===== src/hw/rtl/rps_pkg.sv =====
// types, codes and profile lookups shared by the reflow profile sequencer
// no dependencies
package rps_pkg;

	localparam int TIME_W    = 10;
	localparam int TEMP_W    = 9;
	localparam int REG_STEPS = 6;
	localparam int TIMES_W   = TIME_W * REG_STEPS;
	localparam int TEMPS_W   = TEMP_W * REG_STEPS;
	localparam int WIN_W     = 12;
	localparam int MS_W      = 20;
	localparam int MSEC_W    = 10;
	localparam int SEC_W     = 11;
	localparam int STEP_W    = 3;
	localparam int CFG_IDX_W = 3;
	localparam int CFG_DATA_W = TIMES_W;

	localparam logic [MS_W-1:0]   MS_MAX      = '1;
	localparam logic [SEC_W-1:0]  SEC_MAX     = '1;
	localparam logic [MSEC_W-1:0] MSEC_LAST   = MSEC_W'(999);
	localparam logic [WIN_W-1:0]  WINDOW_RST  = WIN_W'(2000);
	localparam logic [TEMP_W-1:0] PREHEAT_T_RST = TEMP_W'(80);
	localparam logic [MS_W-1:0]   PREHEAT_D_RST = MS_W'(4 * 60 * 1000);

	typedef enum logic [1:0] {
		MODE_TICK    = 2'd0,
		MODE_PREHEAT = 2'd1,
		MODE_REFLOW  = 2'd2,
		MODE_STOP    = 2'd3
	} mode_t;

	typedef enum logic [1:0] {
		PH_IDLE    = 2'd0,
		PH_REFLOW  = 2'd1,
		PH_PREHEAT = 2'd2
	} phase_t;

	typedef enum logic [CFG_IDX_W-1:0] {
		REG_WINDOW_LENGTH    = 3'd0,
		REG_PROFILE_TIMES    = 3'd1,
		REG_PROFILE_TEMPS    = 3'd2,
		REG_PREHEAT_TEMP     = 3'd3,
		REG_PREHEAT_DURATION = 3'd4
	} reg_idx_t;

	typedef struct packed {
		logic [WIN_W-1:0]   window_length;
		logic [TIMES_W-1:0] profile_times;
		logic [TEMPS_W-1:0] profile_temps;
		logic [TEMP_W-1:0]  preheat_temp;
		logic [MS_W-1:0]    preheat_duration;
	} rps_cfg_t;

	// steps past the packed fields read as zero
	function automatic logic [TIME_W-1:0] step_time(input logic [TIMES_W-1:0] times,
			input logic [STEP_W-1:0] s);
		logic [TIME_W-1:0] t;
		t = '0;
		if (int'(s) < REG_STEPS) begin
			t = times[int'(s) * TIME_W +: TIME_W];
		end
		return t;
	endfunction

	function automatic logic [TEMP_W-1:0] step_temp(input logic [TEMPS_W-1:0] temps,
			input logic [STEP_W-1:0] s);
		logic [TEMP_W-1:0] t;
		t = '0;
		if (int'(s) < REG_STEPS) begin
			t = temps[int'(s) * TEMP_W +: TEMP_W];
		end
		return t;
	endfunction

endpackage


===== src/hw/rtl/rps_cmd_if.sv =====
// command/tick channel of the reflow profile sequencer
// depends on rps_pkg for field widths
interface rps_cmd_if;
	import rps_pkg::*;

	logic              valid;
	logic              ready;
	logic [1:0]        mode;
	logic [WIN_W-1:0]  drive;

	modport source (output valid, output mode, output drive, input ready);
	modport sink (input valid, input mode, input drive, output ready);
endinterface


===== src/hw/rtl/rps_result_if.sv =====
// result channel of the reflow profile sequencer
// depends on rps_pkg for field widths
interface rps_result_if;
	import rps_pkg::*;

	logic              valid;
	logic              ready;
	logic              relay_on;
	logic [TEMP_W-1:0] setpoint;
	logic [1:0]        phase;
	logic [STEP_W-1:0] step_index;
	logic              finished;

	modport source (output valid, output relay_on, output setpoint, output phase,
		output step_index, output finished, input ready);
	modport sink (input valid, input relay_on, input setpoint, input phase,
		input step_index, input finished, output ready);
endinterface


===== src/hw/rtl/rps_cfg_if.sv =====
// configuration write channel of the reflow profile sequencer
// depends on rps_pkg for index and data widths
interface rps_cfg_if;
	import rps_pkg::*;

	logic                  valid;
	logic                  ready;
	logic [CFG_IDX_W-1:0]  index;
	logic [CFG_DATA_W-1:0] data;

	modport source (output valid, output index, output data, input ready);
	modport sink (input valid, input index, input data, output ready);
endinterface


===== src/hw/rtl/reflow_profile_sequencer.sv =====
// reflow oven sequencer: phase control, run timers, relay window and result register
// depends on rps_pkg, the three channel interfaces and rps_cfg_regs
//
//  channel  | dir | payload
//  ---------+-----+----------------------------------------------
//  cmd      | in  | mode, drive
//  result   | out | relay_on, setpoint, phase, step_index, finished
//  cfg      | in  | index, data (register writes, always ready)
//
// one item per cycle unless stalled; a result is offered the cycle after acceptance
// the result register frees cmd.ready whenever it is empty or being taken
// a stalled result holds, and cmd is accepted again as soon as it drains
// arst_n clears the run state and loads the register reset values; no clearing pass
module reflow_profile_sequencer #(
	parameter int PROFILE_STEPS = 6
) (
	input  logic       clk,
	input  logic       arst_n,
	rps_cmd_if.sink    cmd,
	rps_result_if.source result,
	rps_cfg_if.sink    cfg
);
	import rps_pkg::*;

	localparam logic [STEP_W-1:0] LAST_STEP = STEP_W'(PROFILE_STEPS - 1);

	rps_cfg_t regs;

	rps_cfg_regs u_regs (
		.clk   (clk),
		.arst_n(arst_n),
		.cfg   (cfg),
		.regs  (regs)
	);

	// run state
	phase_t             phase_q;
	logic [MS_W-1:0]    ms_q;
	logic [MSEC_W-1:0]  msec_q;
	logic [SEC_W-1:0]   sec_q;
	logic [WIN_W-1:0]   win_q;
	logic [STEP_W-1:0]  step_q;

	// result register
	logic               res_valid_q;
	logic               relay_on_q;
	logic [TEMP_W-1:0]  setpoint_q;
	logic [1:0]         phase_out_q;
	logic [STEP_W-1:0]  step_index_q;
	logic               finished_q;

	phase_t             phase_n;
	logic [MS_W-1:0]    ms_n;
	logic [MSEC_W-1:0]  msec_n;
	logic [SEC_W-1:0]   sec_n;
	logic [WIN_W-1:0]   win_n;
	logic [STEP_W-1:0]  step_n;
	logic               fin_n;
	logic [WIN_W:0]     win_inc;
	logic [TIME_W-1:0]  cur_time;
	logic               running_n;
	logic               relay_n;
	logic [TEMP_W-1:0]  setpoint_n;
	logic [STEP_W-1:0]  step_out_n;
	logic               cmd_fire;

	assign cmd.ready = !res_valid_q || result.ready;
	assign cmd_fire  = cmd.valid && cmd.ready;
	assign win_inc   = {1'b0, win_q} + (WIN_W+1)'(1);
	assign cur_time  = step_time(regs.profile_times, step_q);

	always_comb begin
		phase_n = phase_q;
		ms_n    = ms_q;
		msec_n  = msec_q;
		sec_n   = sec_q;
		win_n   = win_q;
		step_n  = step_q;
		fin_n   = 1'b0;
		case (mode_t'(cmd.mode))
			MODE_PREHEAT, MODE_REFLOW, MODE_STOP: begin
				phase_n = (mode_t'(cmd.mode) == MODE_PREHEAT) ? PH_PREHEAT :
				          (mode_t'(cmd.mode) == MODE_REFLOW) ? PH_REFLOW : PH_IDLE;
				ms_n    = '0;
				msec_n  = '0;
				sec_n   = '0;
				win_n   = '0;
				step_n  = '0;
			end
			default: begin
				case (phase_q)
					PH_IDLE: begin
						step_n = '0;
					end
					PH_PREHEAT, PH_REFLOW: begin
						ms_n = (ms_q != MS_MAX) ? ms_q + MS_W'(1) : ms_q;
						if (msec_q >= MSEC_LAST) begin
							msec_n = '0;
							sec_n  = (sec_q != SEC_MAX) ? sec_q + SEC_W'(1) : sec_q;
						end else begin
							msec_n = msec_q + MSEC_W'(1);
						end
						// window wraps at its length, also after the length shrank
						win_n = (win_inc >= {1'b0, regs.window_length}) ? '0 : win_inc[WIN_W-1:0];
						if (phase_q == PH_PREHEAT) begin
							if (ms_n > regs.preheat_duration) begin
								phase_n = PH_IDLE;
								step_n  = '0;
								fin_n   = 1'b1;
							end
						end else if (sec_n > {1'b0, cur_time}) begin
							if (step_q >= LAST_STEP) begin
								phase_n = PH_IDLE;
								step_n  = '0;
								fin_n   = 1'b1;
							end else begin
								step_n = step_q + STEP_W'(1);
							end
						end
					end
					default: begin
						phase_n = PH_IDLE;
						step_n  = '0;
					end
				endcase
			end
		endcase
	end

	always_comb begin
		running_n  = (phase_n == PH_PREHEAT) || (phase_n == PH_REFLOW);
		relay_n    = running_n && (cmd.drive >= win_n);
		setpoint_n = '0;
		step_out_n = '0;
		case (phase_n)
			PH_PREHEAT: setpoint_n = regs.preheat_temp;
			PH_REFLOW: begin
				setpoint_n = step_temp(regs.profile_temps, step_n);
				step_out_n = step_n;
			end
			default: ;
		endcase
	end

	always_ff @(posedge clk or negedge arst_n) begin
		if (!arst_n) begin
			phase_q <= PH_IDLE;
			ms_q    <= '0;
			msec_q  <= '0;
			sec_q   <= '0;
			win_q   <= '0;
			step_q  <= '0;
		end else if (cmd_fire) begin
			phase_q <= phase_n;
			ms_q    <= ms_n;
			msec_q  <= msec_n;
			sec_q   <= sec_n;
			win_q   <= win_n;
			step_q  <= step_n;
		end
	end

	always_ff @(posedge clk or negedge arst_n) begin
		if (!arst_n) begin
			res_valid_q <= 1'b0;
		end else if (cmd_fire) begin
			res_valid_q <= 1'b1;
		end else if (result.ready) begin
			res_valid_q <= 1'b0;
		end
	end

	always_ff @(posedge clk) begin
		if (cmd_fire) begin
			relay_on_q   <= relay_n;
			setpoint_q   <= setpoint_n;
			phase_out_q  <= phase_n;
			step_index_q <= step_out_n;
			finished_q   <= fin_n;
		end
	end

	assign result.valid      = res_valid_q;
	assign result.relay_on   = relay_on_q;
	assign result.setpoint   = setpoint_q;
	assign result.phase      = phase_out_q;
	assign result.step_index = step_index_q;
	assign result.finished   = finished_q;

endmodule


===== src/hw/rtl/rps_cfg_regs.sv =====
// configuration register file: decodes writes and holds the five settings
// depends on rps_pkg and rps_cfg_if
module rps_cfg_regs (
	input  logic           clk,
	input  logic           arst_n,
	rps_cfg_if.sink        cfg,
	output rps_pkg::rps_cfg_t regs
);
	import rps_pkg::*;

	rps_cfg_t regs_q;

	assign cfg.ready = 1'b1;
	assign regs      = regs_q;

	always_ff @(posedge clk or negedge arst_n) begin
		if (!arst_n) begin
			regs_q.window_length    <= WINDOW_RST;
			regs_q.profile_times    <= '0;
			regs_q.profile_temps    <= '0;
			regs_q.preheat_temp     <= PREHEAT_T_RST;
			regs_q.preheat_duration <= PREHEAT_D_RST;
		end else if (cfg.valid && cfg.ready) begin
			case (reg_idx_t'(cfg.index))
				REG_WINDOW_LENGTH:    regs_q.window_length    <= cfg.data[WIN_W-1:0];
				REG_PROFILE_TIMES:    regs_q.profile_times    <= cfg.data[TIMES_W-1:0];
				REG_PROFILE_TEMPS:    regs_q.profile_temps    <= cfg.data[TEMPS_W-1:0];
				REG_PREHEAT_TEMP:     regs_q.preheat_temp     <= cfg.data[TEMP_W-1:0];
				REG_PREHEAT_DURATION: regs_q.preheat_duration <= cfg.data[MS_W-1:0];
				default: ;
			endcase
		end
	end

endmodule


===== src/flat_wrapper.sv =====
// flat-port wrapper written by rule: the top's interface ports become plain ports
module reflow_profile_sequencer_flat import rps_pkg::*;
#(
	parameter int PROFILE_STEPS = 6
)
  (clk, arst_n, cmd_valid, cmd_mode, cmd_drive, cmd_ready, result_valid, result_relay_on, result_setpoint, result_phase, result_step_index, result_finished, result_ready, cfg_valid, cfg_index, cfg_data, cfg_ready);
  rps_cmd_if cmd_i ();
  rps_result_if result_i ();
  rps_cfg_if cfg_i ();
  input  logic clk;
  input  logic arst_n;
  input wire logic [$bits(cmd_i.valid)-1:0] cmd_valid;
  input wire logic [$bits(cmd_i.mode)-1:0] cmd_mode;
  input wire logic [$bits(cmd_i.drive)-1:0] cmd_drive;
  output wire logic [$bits(cmd_i.ready)-1:0] cmd_ready;
  output wire logic [$bits(result_i.valid)-1:0] result_valid;
  output wire logic [$bits(result_i.relay_on)-1:0] result_relay_on;
  output wire logic [$bits(result_i.setpoint)-1:0] result_setpoint;
  output wire logic [$bits(result_i.phase)-1:0] result_phase;
  output wire logic [$bits(result_i.step_index)-1:0] result_step_index;
  output wire logic [$bits(result_i.finished)-1:0] result_finished;
  input wire logic [$bits(result_i.ready)-1:0] result_ready;
  input wire logic [$bits(cfg_i.valid)-1:0] cfg_valid;
  input wire logic [$bits(cfg_i.index)-1:0] cfg_index;
  input wire logic [$bits(cfg_i.data)-1:0] cfg_data;
  output wire logic [$bits(cfg_i.ready)-1:0] cfg_ready;
  assign cmd_i.valid = cmd_valid;
  assign cmd_i.mode = cmd_mode;
  assign cmd_i.drive = cmd_drive;
  assign cmd_ready = cmd_i.ready;
  assign result_valid = result_i.valid;
  assign result_relay_on = result_i.relay_on;
  assign result_setpoint = result_i.setpoint;
  assign result_phase = result_i.phase;
  assign result_step_index = result_i.step_index;
  assign result_finished = result_i.finished;
  assign result_i.ready = result_ready;
  assign cfg_i.valid = cfg_valid;
  assign cfg_i.index = cfg_index;
  assign cfg_i.data = cfg_data;
  assign cfg_ready = cfg_i.ready;
  reflow_profile_sequencer #(.PROFILE_STEPS(PROFILE_STEPS)) u_core (.clk(clk), .arst_n(arst_n), .cmd(cmd_i), .result(result_i), .cfg(cfg_i));
endmodule

===== config.mk =====
export PLATFORM = sky130hd
export DESIGN_NAME = reflow_profile_sequencer_flat
export DESIGN_NICKNAME = d
export VERILOG_FILES = /design/src/hw/rtl/rps_pkg.sv /design/src/hw/rtl/rps_cmd_if.sv /design/src/hw/rtl/rps_result_if.sv /design/src/hw/rtl/rps_cfg_if.sv /design/src/hw/rtl/reflow_profile_sequencer.sv /design/src/hw/rtl/rps_cfg_regs.sv /design/src/flat_wrapper.sv
export SDC_FILE = /design/constraint.sdc
export NUM_CORES = 1
export LEC_CHECK = 0
export BUFFER_PORTS_ARGS = -buffer_cell sky130_fd_sc_hd__buf_2
export CAP_MARGIN = 20
export CORE_ASPECT_RATIO = 1.1
export CORE_MARGIN = 5
export CORE_UTILIZATION = 65
export DETAILED_ROUTE_END_ITERATION = 6
export GPL_TIMING_DRIVEN = 0
export PLACE_DENSITY = 0.86
export SYNTH_ARGS = -nofsm -noshare
export SYNTH_HDL_FRONTEND = slang
export SYNTH_HIERARCHICAL = 1
export SYNTH_SLANG_ARGS = --single-unit

===== constraint.sdc =====
create_clock -name clk -period 7.9 [get_ports clk]
set_clock_uncertainty 0.1 [all_clocks]
set_input_delay 0.79 -clock clk [delete_from_list [all_inputs] [get_ports clk]]
set_output_delay 0.79 -clock clk [all_outputs]
set_load 0.005 [all_outputs]

==> qor.csv <==
metric,value,unit
result of the run,"finished, final reports clean",
overall die area,21740,um2
I/O pin total,101,
launching element type of the critical path,register,
remaining routing DRC violations,0,
number of hold-slack violations in the final timing report,0,
worst endpoint required time,8130,ps
Post-Syn Instances,1041,
drt wl/cell,22.05,um
share of the cycle needed by the critical path after routing,0.7948,
wire length of the first global-routing pass,50.27,mm
final setup vio count,0,
core area,18480,um2
Max Root-Sink Buffers,3,
layout cells sized above 1,0.2277,
final max-slew violation count,0,
total number of H-tree levels,1,
total nets after synthesis,1188,
count of nets left with antenna violations after detail routing,0,
number of synthesized flops with an enable pin,16,
Clk network pwr share,0.345,
layout filler cell count,1198,
number of I/O port buffers,99,
total overflow reported by the global router,0,
flip-flop and latch count after synthesis,230,
net switching share of the total power,0.2806,
net count reported at finish,1315,
post-CTS setup buffers,0,
chip width,141.0,um
top sig layer,met4,
antenna fix cells,0,
crit path time final,6279,ps
kind of cell with the highest combined delay on the critical path,compound AO/OA/AOI/OAI gates,
highest cell delay on the worst timing path,710,ps
vias after detailed routing,8892,
"CTS clk-pin slew, worst paths",60,ps
most frequently used flop master after synthesis,sky130_fd_sc_hd__dfrtp_1,
most common library cell in the layout ignoring fill and taps,sky130_fd_sc_hd__dfrtp_1,
final RePlAce weighted congestion,0.9175,
final wirelength,31.51,mm
Highest Clock Rate,0.1593,GHz
static leakage power,6.332,nW
via count of the first global-routing pass,9240,
Num CTS Buffers,24,
critical path cell sequence,buf_2 > buf_1 > clkbuf_1 > mux2_2 > a22oi_1 > ha_1 > a21o_1 > a211o_1 > a211oi_4 > o22ai_4 > nand2_1 > a31oi_1 > nor2_1 > nand2_1 > a21oi_1 > ha_1 > inv_1 > nor3_2 > o21ai_0 > o221ai_1,
setup repair after global routing missed its margin,no,
combinational power share,0.189,
number of unique standard cell types used by synthesis,75,
DP HPWL,22.99,mm
post-layout worst setup margin,1621,ps
Rows,52,
slowest CP cell,sky130_fd_sc_hd__buf_1,
worst slew margin relative to its limit,0.2044,
critical path class,register to register,
post-detailed-route via-to-cell ratio,6.223,
post-placement worst setup slack,1723,ps
Skew-Pair Late Insertion Delay,510,ps
synthesized area per cell,11.79,um2
async set-or-reset flop fraction in the synthesized netlist,0.9304,
synthesis-to-finish area growth,13.48,%
Max Cap Viol,0,
routed wire length on met2,15.54,mm
synthesis warning total,6,
actual slew at the worst max-slew pin,1183,ps
power density over the cells,235.5,nW/um2
clock tree from TritonCTS,done,
wire length the detailed router placed on met1,12.57,mm
maximum net fanout on the critical path,10,
"leading cell types in the layout, fill and taps excluded","sky130_fd_sc_hd__dfrtp_1 (199), sky130_fd_sc_hd__mux2_1 (110), sky130_fd_sc_hd__buf_2 (106), sky130_fd_sc_hd__nand2_1 (88), sky130_fd_sc_hd__mux2_2 (66)",
pin count of the biggest net entering global routing,93,
hold_buf cts,0,
Buffers & Inverters on Critical Path,4,
data arrival time of the worst path,6510,ps
total negative setup slack,0,ps
class of the tightest hold or removal check,primary input to async pin,
cell-internal power,2.360,mW
height of the die,154.1,um
synthesized cell area,12280,um2
number of cells upsized or downsized after cts,0,
GR Util All Layers,0.2910,
CTS sink cnt,230,
share of synthesized area occupied by flip-flops and latches,0.4769,
total net switching power,0.9209,mW
starting utilization of the core area,0.6644,
antenna violations before repair,0,
portion of total power attributed to sequential cells,0.466,
peak ir drop on the vdd network,0.2106,mV
endpoint kind of the worst setup timing path,register,
Starting DRT DRC Count,711,
root buffer cell,sky130_fd_sc_hd__clkbuf_16,
total length of routed met3 wires,1.807,mm
router iterations before antenna repair,5,
==> kinds of logic (layout without fill, tap and decap cells) <==
group | count (synthesis) | in the layout | share of synthesized area
xor gates and xnor gates | 30 | 30 | 0.02140
adders and majority gates | 65 | 65 | 0.06625
muxes | 205 | 205 | 0.1963
buffers and inverters | 79 | 224 | 0.03078
other | 1 | 1 | 0.0003055
and+or+nand+nor | 231 | 231 | 0.09641
AOI/OAI and AO/OA | 200 | 200 | 0.1117
DFF | 230 | 230 | 0.4769
==> final timing paths <==
check                                        from                         to  slack (ps)  cells after the start
hold / removal                             arst_n            u_core/ms_q[18]          40                      1
min in group clk           u_core/u_regs/regs[34]     u_core/u_regs/regs[34]         390                      1
setup reg to reg                 u_core/step_q[0]  u_core/result.setpoint[4]        1620                     20
hold reg to reg            u_core/u_regs/regs[34]     u_core/u_regs/regs[34]         390                      1
setup / recovery                 u_core/step_q[0]  u_core/result.setpoint[4]        1620                     20
max in group asynchronous                  arst_n     u_core/u_regs/regs[77]        6510                      3
==> metrics by stage <==
stage / power, mW / std cells / utilization / hold slack (ps) / instance area [um2]
2_1_floorplan: 1.907 / 1041 / - / 349.5 / 12280
3_3_place_gp: 2.101 / 1383 / 0.7077 / 361.1 / 13080
3_5_place_dp: 2.152 / 1385 / 0.7112 / 371.4 / 13140
4_1_cts: 3.288 / 1429 / 0.7540 / 40.44 / 13930
5_1_grt: 3.432 / 1429 / 0.7540 / 54.61 / 13930
6_report: 3.281 / 1429 / 0.7540 / 39.44 / 13930
==> state kept, by name, indices dropped and copies added, names as in the netlist <==
name and cells:
u_core/u_regs/regs 155, u_core/ms_q 20, u_core/win_q 12, u_core/sec_q 11
u_core/msec_q 10, u_core/result.setpoint 9, u_core/result.step_index 3, u_core/step_q 3
u_core/phase_q 2, u_core/result.phase 2, u_core/result.finished 1, u_core/result.relay_on 1
u_core/result.valid 1
==> power by group through the flow <==
stage | clock network (mW) | registers (mW) | logic [mW]
after global placement | 0 | 1.53 | 0.574
after global routing | 1.20 | 1.55 | 0.683
after CTS | 1.14 | 1.52 | 0.619
after floorplan | 0 | 1.49 | 0.417
after detailed placement | 0 | 1.54 | 0.610
final | 1.13 | 1.53 | 0.622
==> worst register-to-register path: stages, from the launching register on <==
cell and delay, ps:
sky130_fd_sc_hd__dfrtp_1 370, sky130_fd_sc_hd__buf_2 260, sky130_fd_sc_hd__buf_1 710, sky130_fd_sc_hd__clkbuf_1 630, sky130_fd_sc_hd__mux2_2 420, sky130_fd_sc_hd__a22oi_1 200
sky130_fd_sc_hd__ha_1 290, sky130_fd_sc_hd__a21o_1 180, sky130_fd_sc_hd__a211o_1 320, sky130_fd_sc_hd__a211oi_4 240, sky130_fd_sc_hd__o22ai_4 170, sky130_fd_sc_hd__nand2_1 160
sky130_fd_sc_hd__a31oi_1 100, sky130_fd_sc_hd__nor2_1 130, sky130_fd_sc_hd__nand2_1 110, sky130_fd_sc_hd__a21oi_1 200, sky130_fd_sc_hd__ha_1 300, sky130_fd_sc_hd__inv_1 120
sky130_fd_sc_hd__nor3_2 550, sky130_fd_sc_hd__o21ai_0 260, sky130_fd_sc_hd__o221ai_1 270
==> cell type report <==
| cell class | instances | area [um2] | share of cell area |
|---|---|---|---|
| plain buffers | 37 | 220.2 | 0.01581 |
| clock buffers | 34 | 689.4 | 0.04948 |
| clock inverters | 10 | 101.3 | 0.007274 |
| inverters | 42 | 157.7 | 0.01132 |
| multi-input cells | 732 | 6045 | 0.4339 |
| flip-flops and latches | 230 | 5854 | 0.4202 |
| well taps | 243 | 304.0 | 0.02182 |
| repair buffers | 101 | 560.5 | 0.04023 |
==> cells in the mapped netlist, types with 2 or more instances <==
cell,n,share of area
sky130_fd_sc_hd__nor3_1,8,0.0033
sky130_fd_sc_hd__a211o_1,3,0.0021
sky130_fd_sc_hd__nand3b_1,2,0.0012
sky130_fd_sc_hd__nand2_1,88,0.027
sky130_fd_sc_hd__clkbuf_1,14,0.0043
sky130_fd_sc_hd__o31a_1,3,0.0021
sky130_fd_sc_hd__mux2_2,66,0.061
sky130_fd_sc_hd__xnor2_1,16,0.011
sky130_fd_sc_hd__mux2i_1,18,0.015
sky130_fd_sc_hd__o21a_1,2,0.0012
sky130_fd_sc_hd__buf_6,5,0.0046
sky130_fd_sc_hd__nor3_2,2,0.0016
sky130_fd_sc_hd__nand2b_1,13,0.0066
sky130_fd_sc_hd__a22o_1,27,0.019
sky130_fd_sc_hd__nor2_4,2,0.0018
sky130_fd_sc_hd__a22oi_1,16,0.0098
sky130_fd_sc_hd__a211oi_1,2,0.0012
sky130_fd_sc_hd__dfrtp_1,199,0.41
sky130_fd_sc_hd__mux4_2,10,0.018
sky130_fd_sc_hd__nor4bb_1,3,0.0024
sky130_fd_sc_hd__inv_1,41,0.013
sky130_fd_sc_hd__o21ai_0,50,0.020
sky130_fd_sc_hd__a21o_1,16,0.0098
sky130_fd_sc_hd__mux2_1,110,0.10
sky130_fd_sc_hd__and2_1,2,0.0010
sky130_fd_sc_hd__dfstp_2,15,0.032
sky130_fd_sc_hd__or3_1,2,0.0010
sky130_fd_sc_hd__a21oi_1,33,0.013
sky130_fd_sc_hd__nor3b_1,2,0.0012
sky130_fd_sc_hd__buf_2,8,0.0033
sky130_fd_sc_hd__xor2_1,14,0.010
sky130_fd_sc_hd__o211ai_1,17,0.010
sky130_fd_sc_hd__o31ai_1,6,0.0037
sky130_fd_sc_hd__and3_1,14,0.0071
sky130_fd_sc_hd__nor2_1,39,0.012
sky130_fd_sc_hd__buf_4,9,0.0055
sky130_fd_sc_hd__nand4_1,12,0.0061
sky130_fd_sc_hd__a31oi_1,8,0.0041
sky130_fd_sc_hd__ha_1,65,0.066
sky130_fd_sc_hd__nand3_1,23,0.0094
sky130_fd_sc_hd__nor2b_1,7,0.0036
sky130_fd_sc_hd__edfxtp_1,16,0.039
==> routing by layer <==
layer,up-vias,GRT usage
li1,4072,-
met1,4419,0.3694
met2,309,0.4916
met3,92,0.04660
met4,0,0.1329
met5,-,0
(Power assumes the default switching activity.)
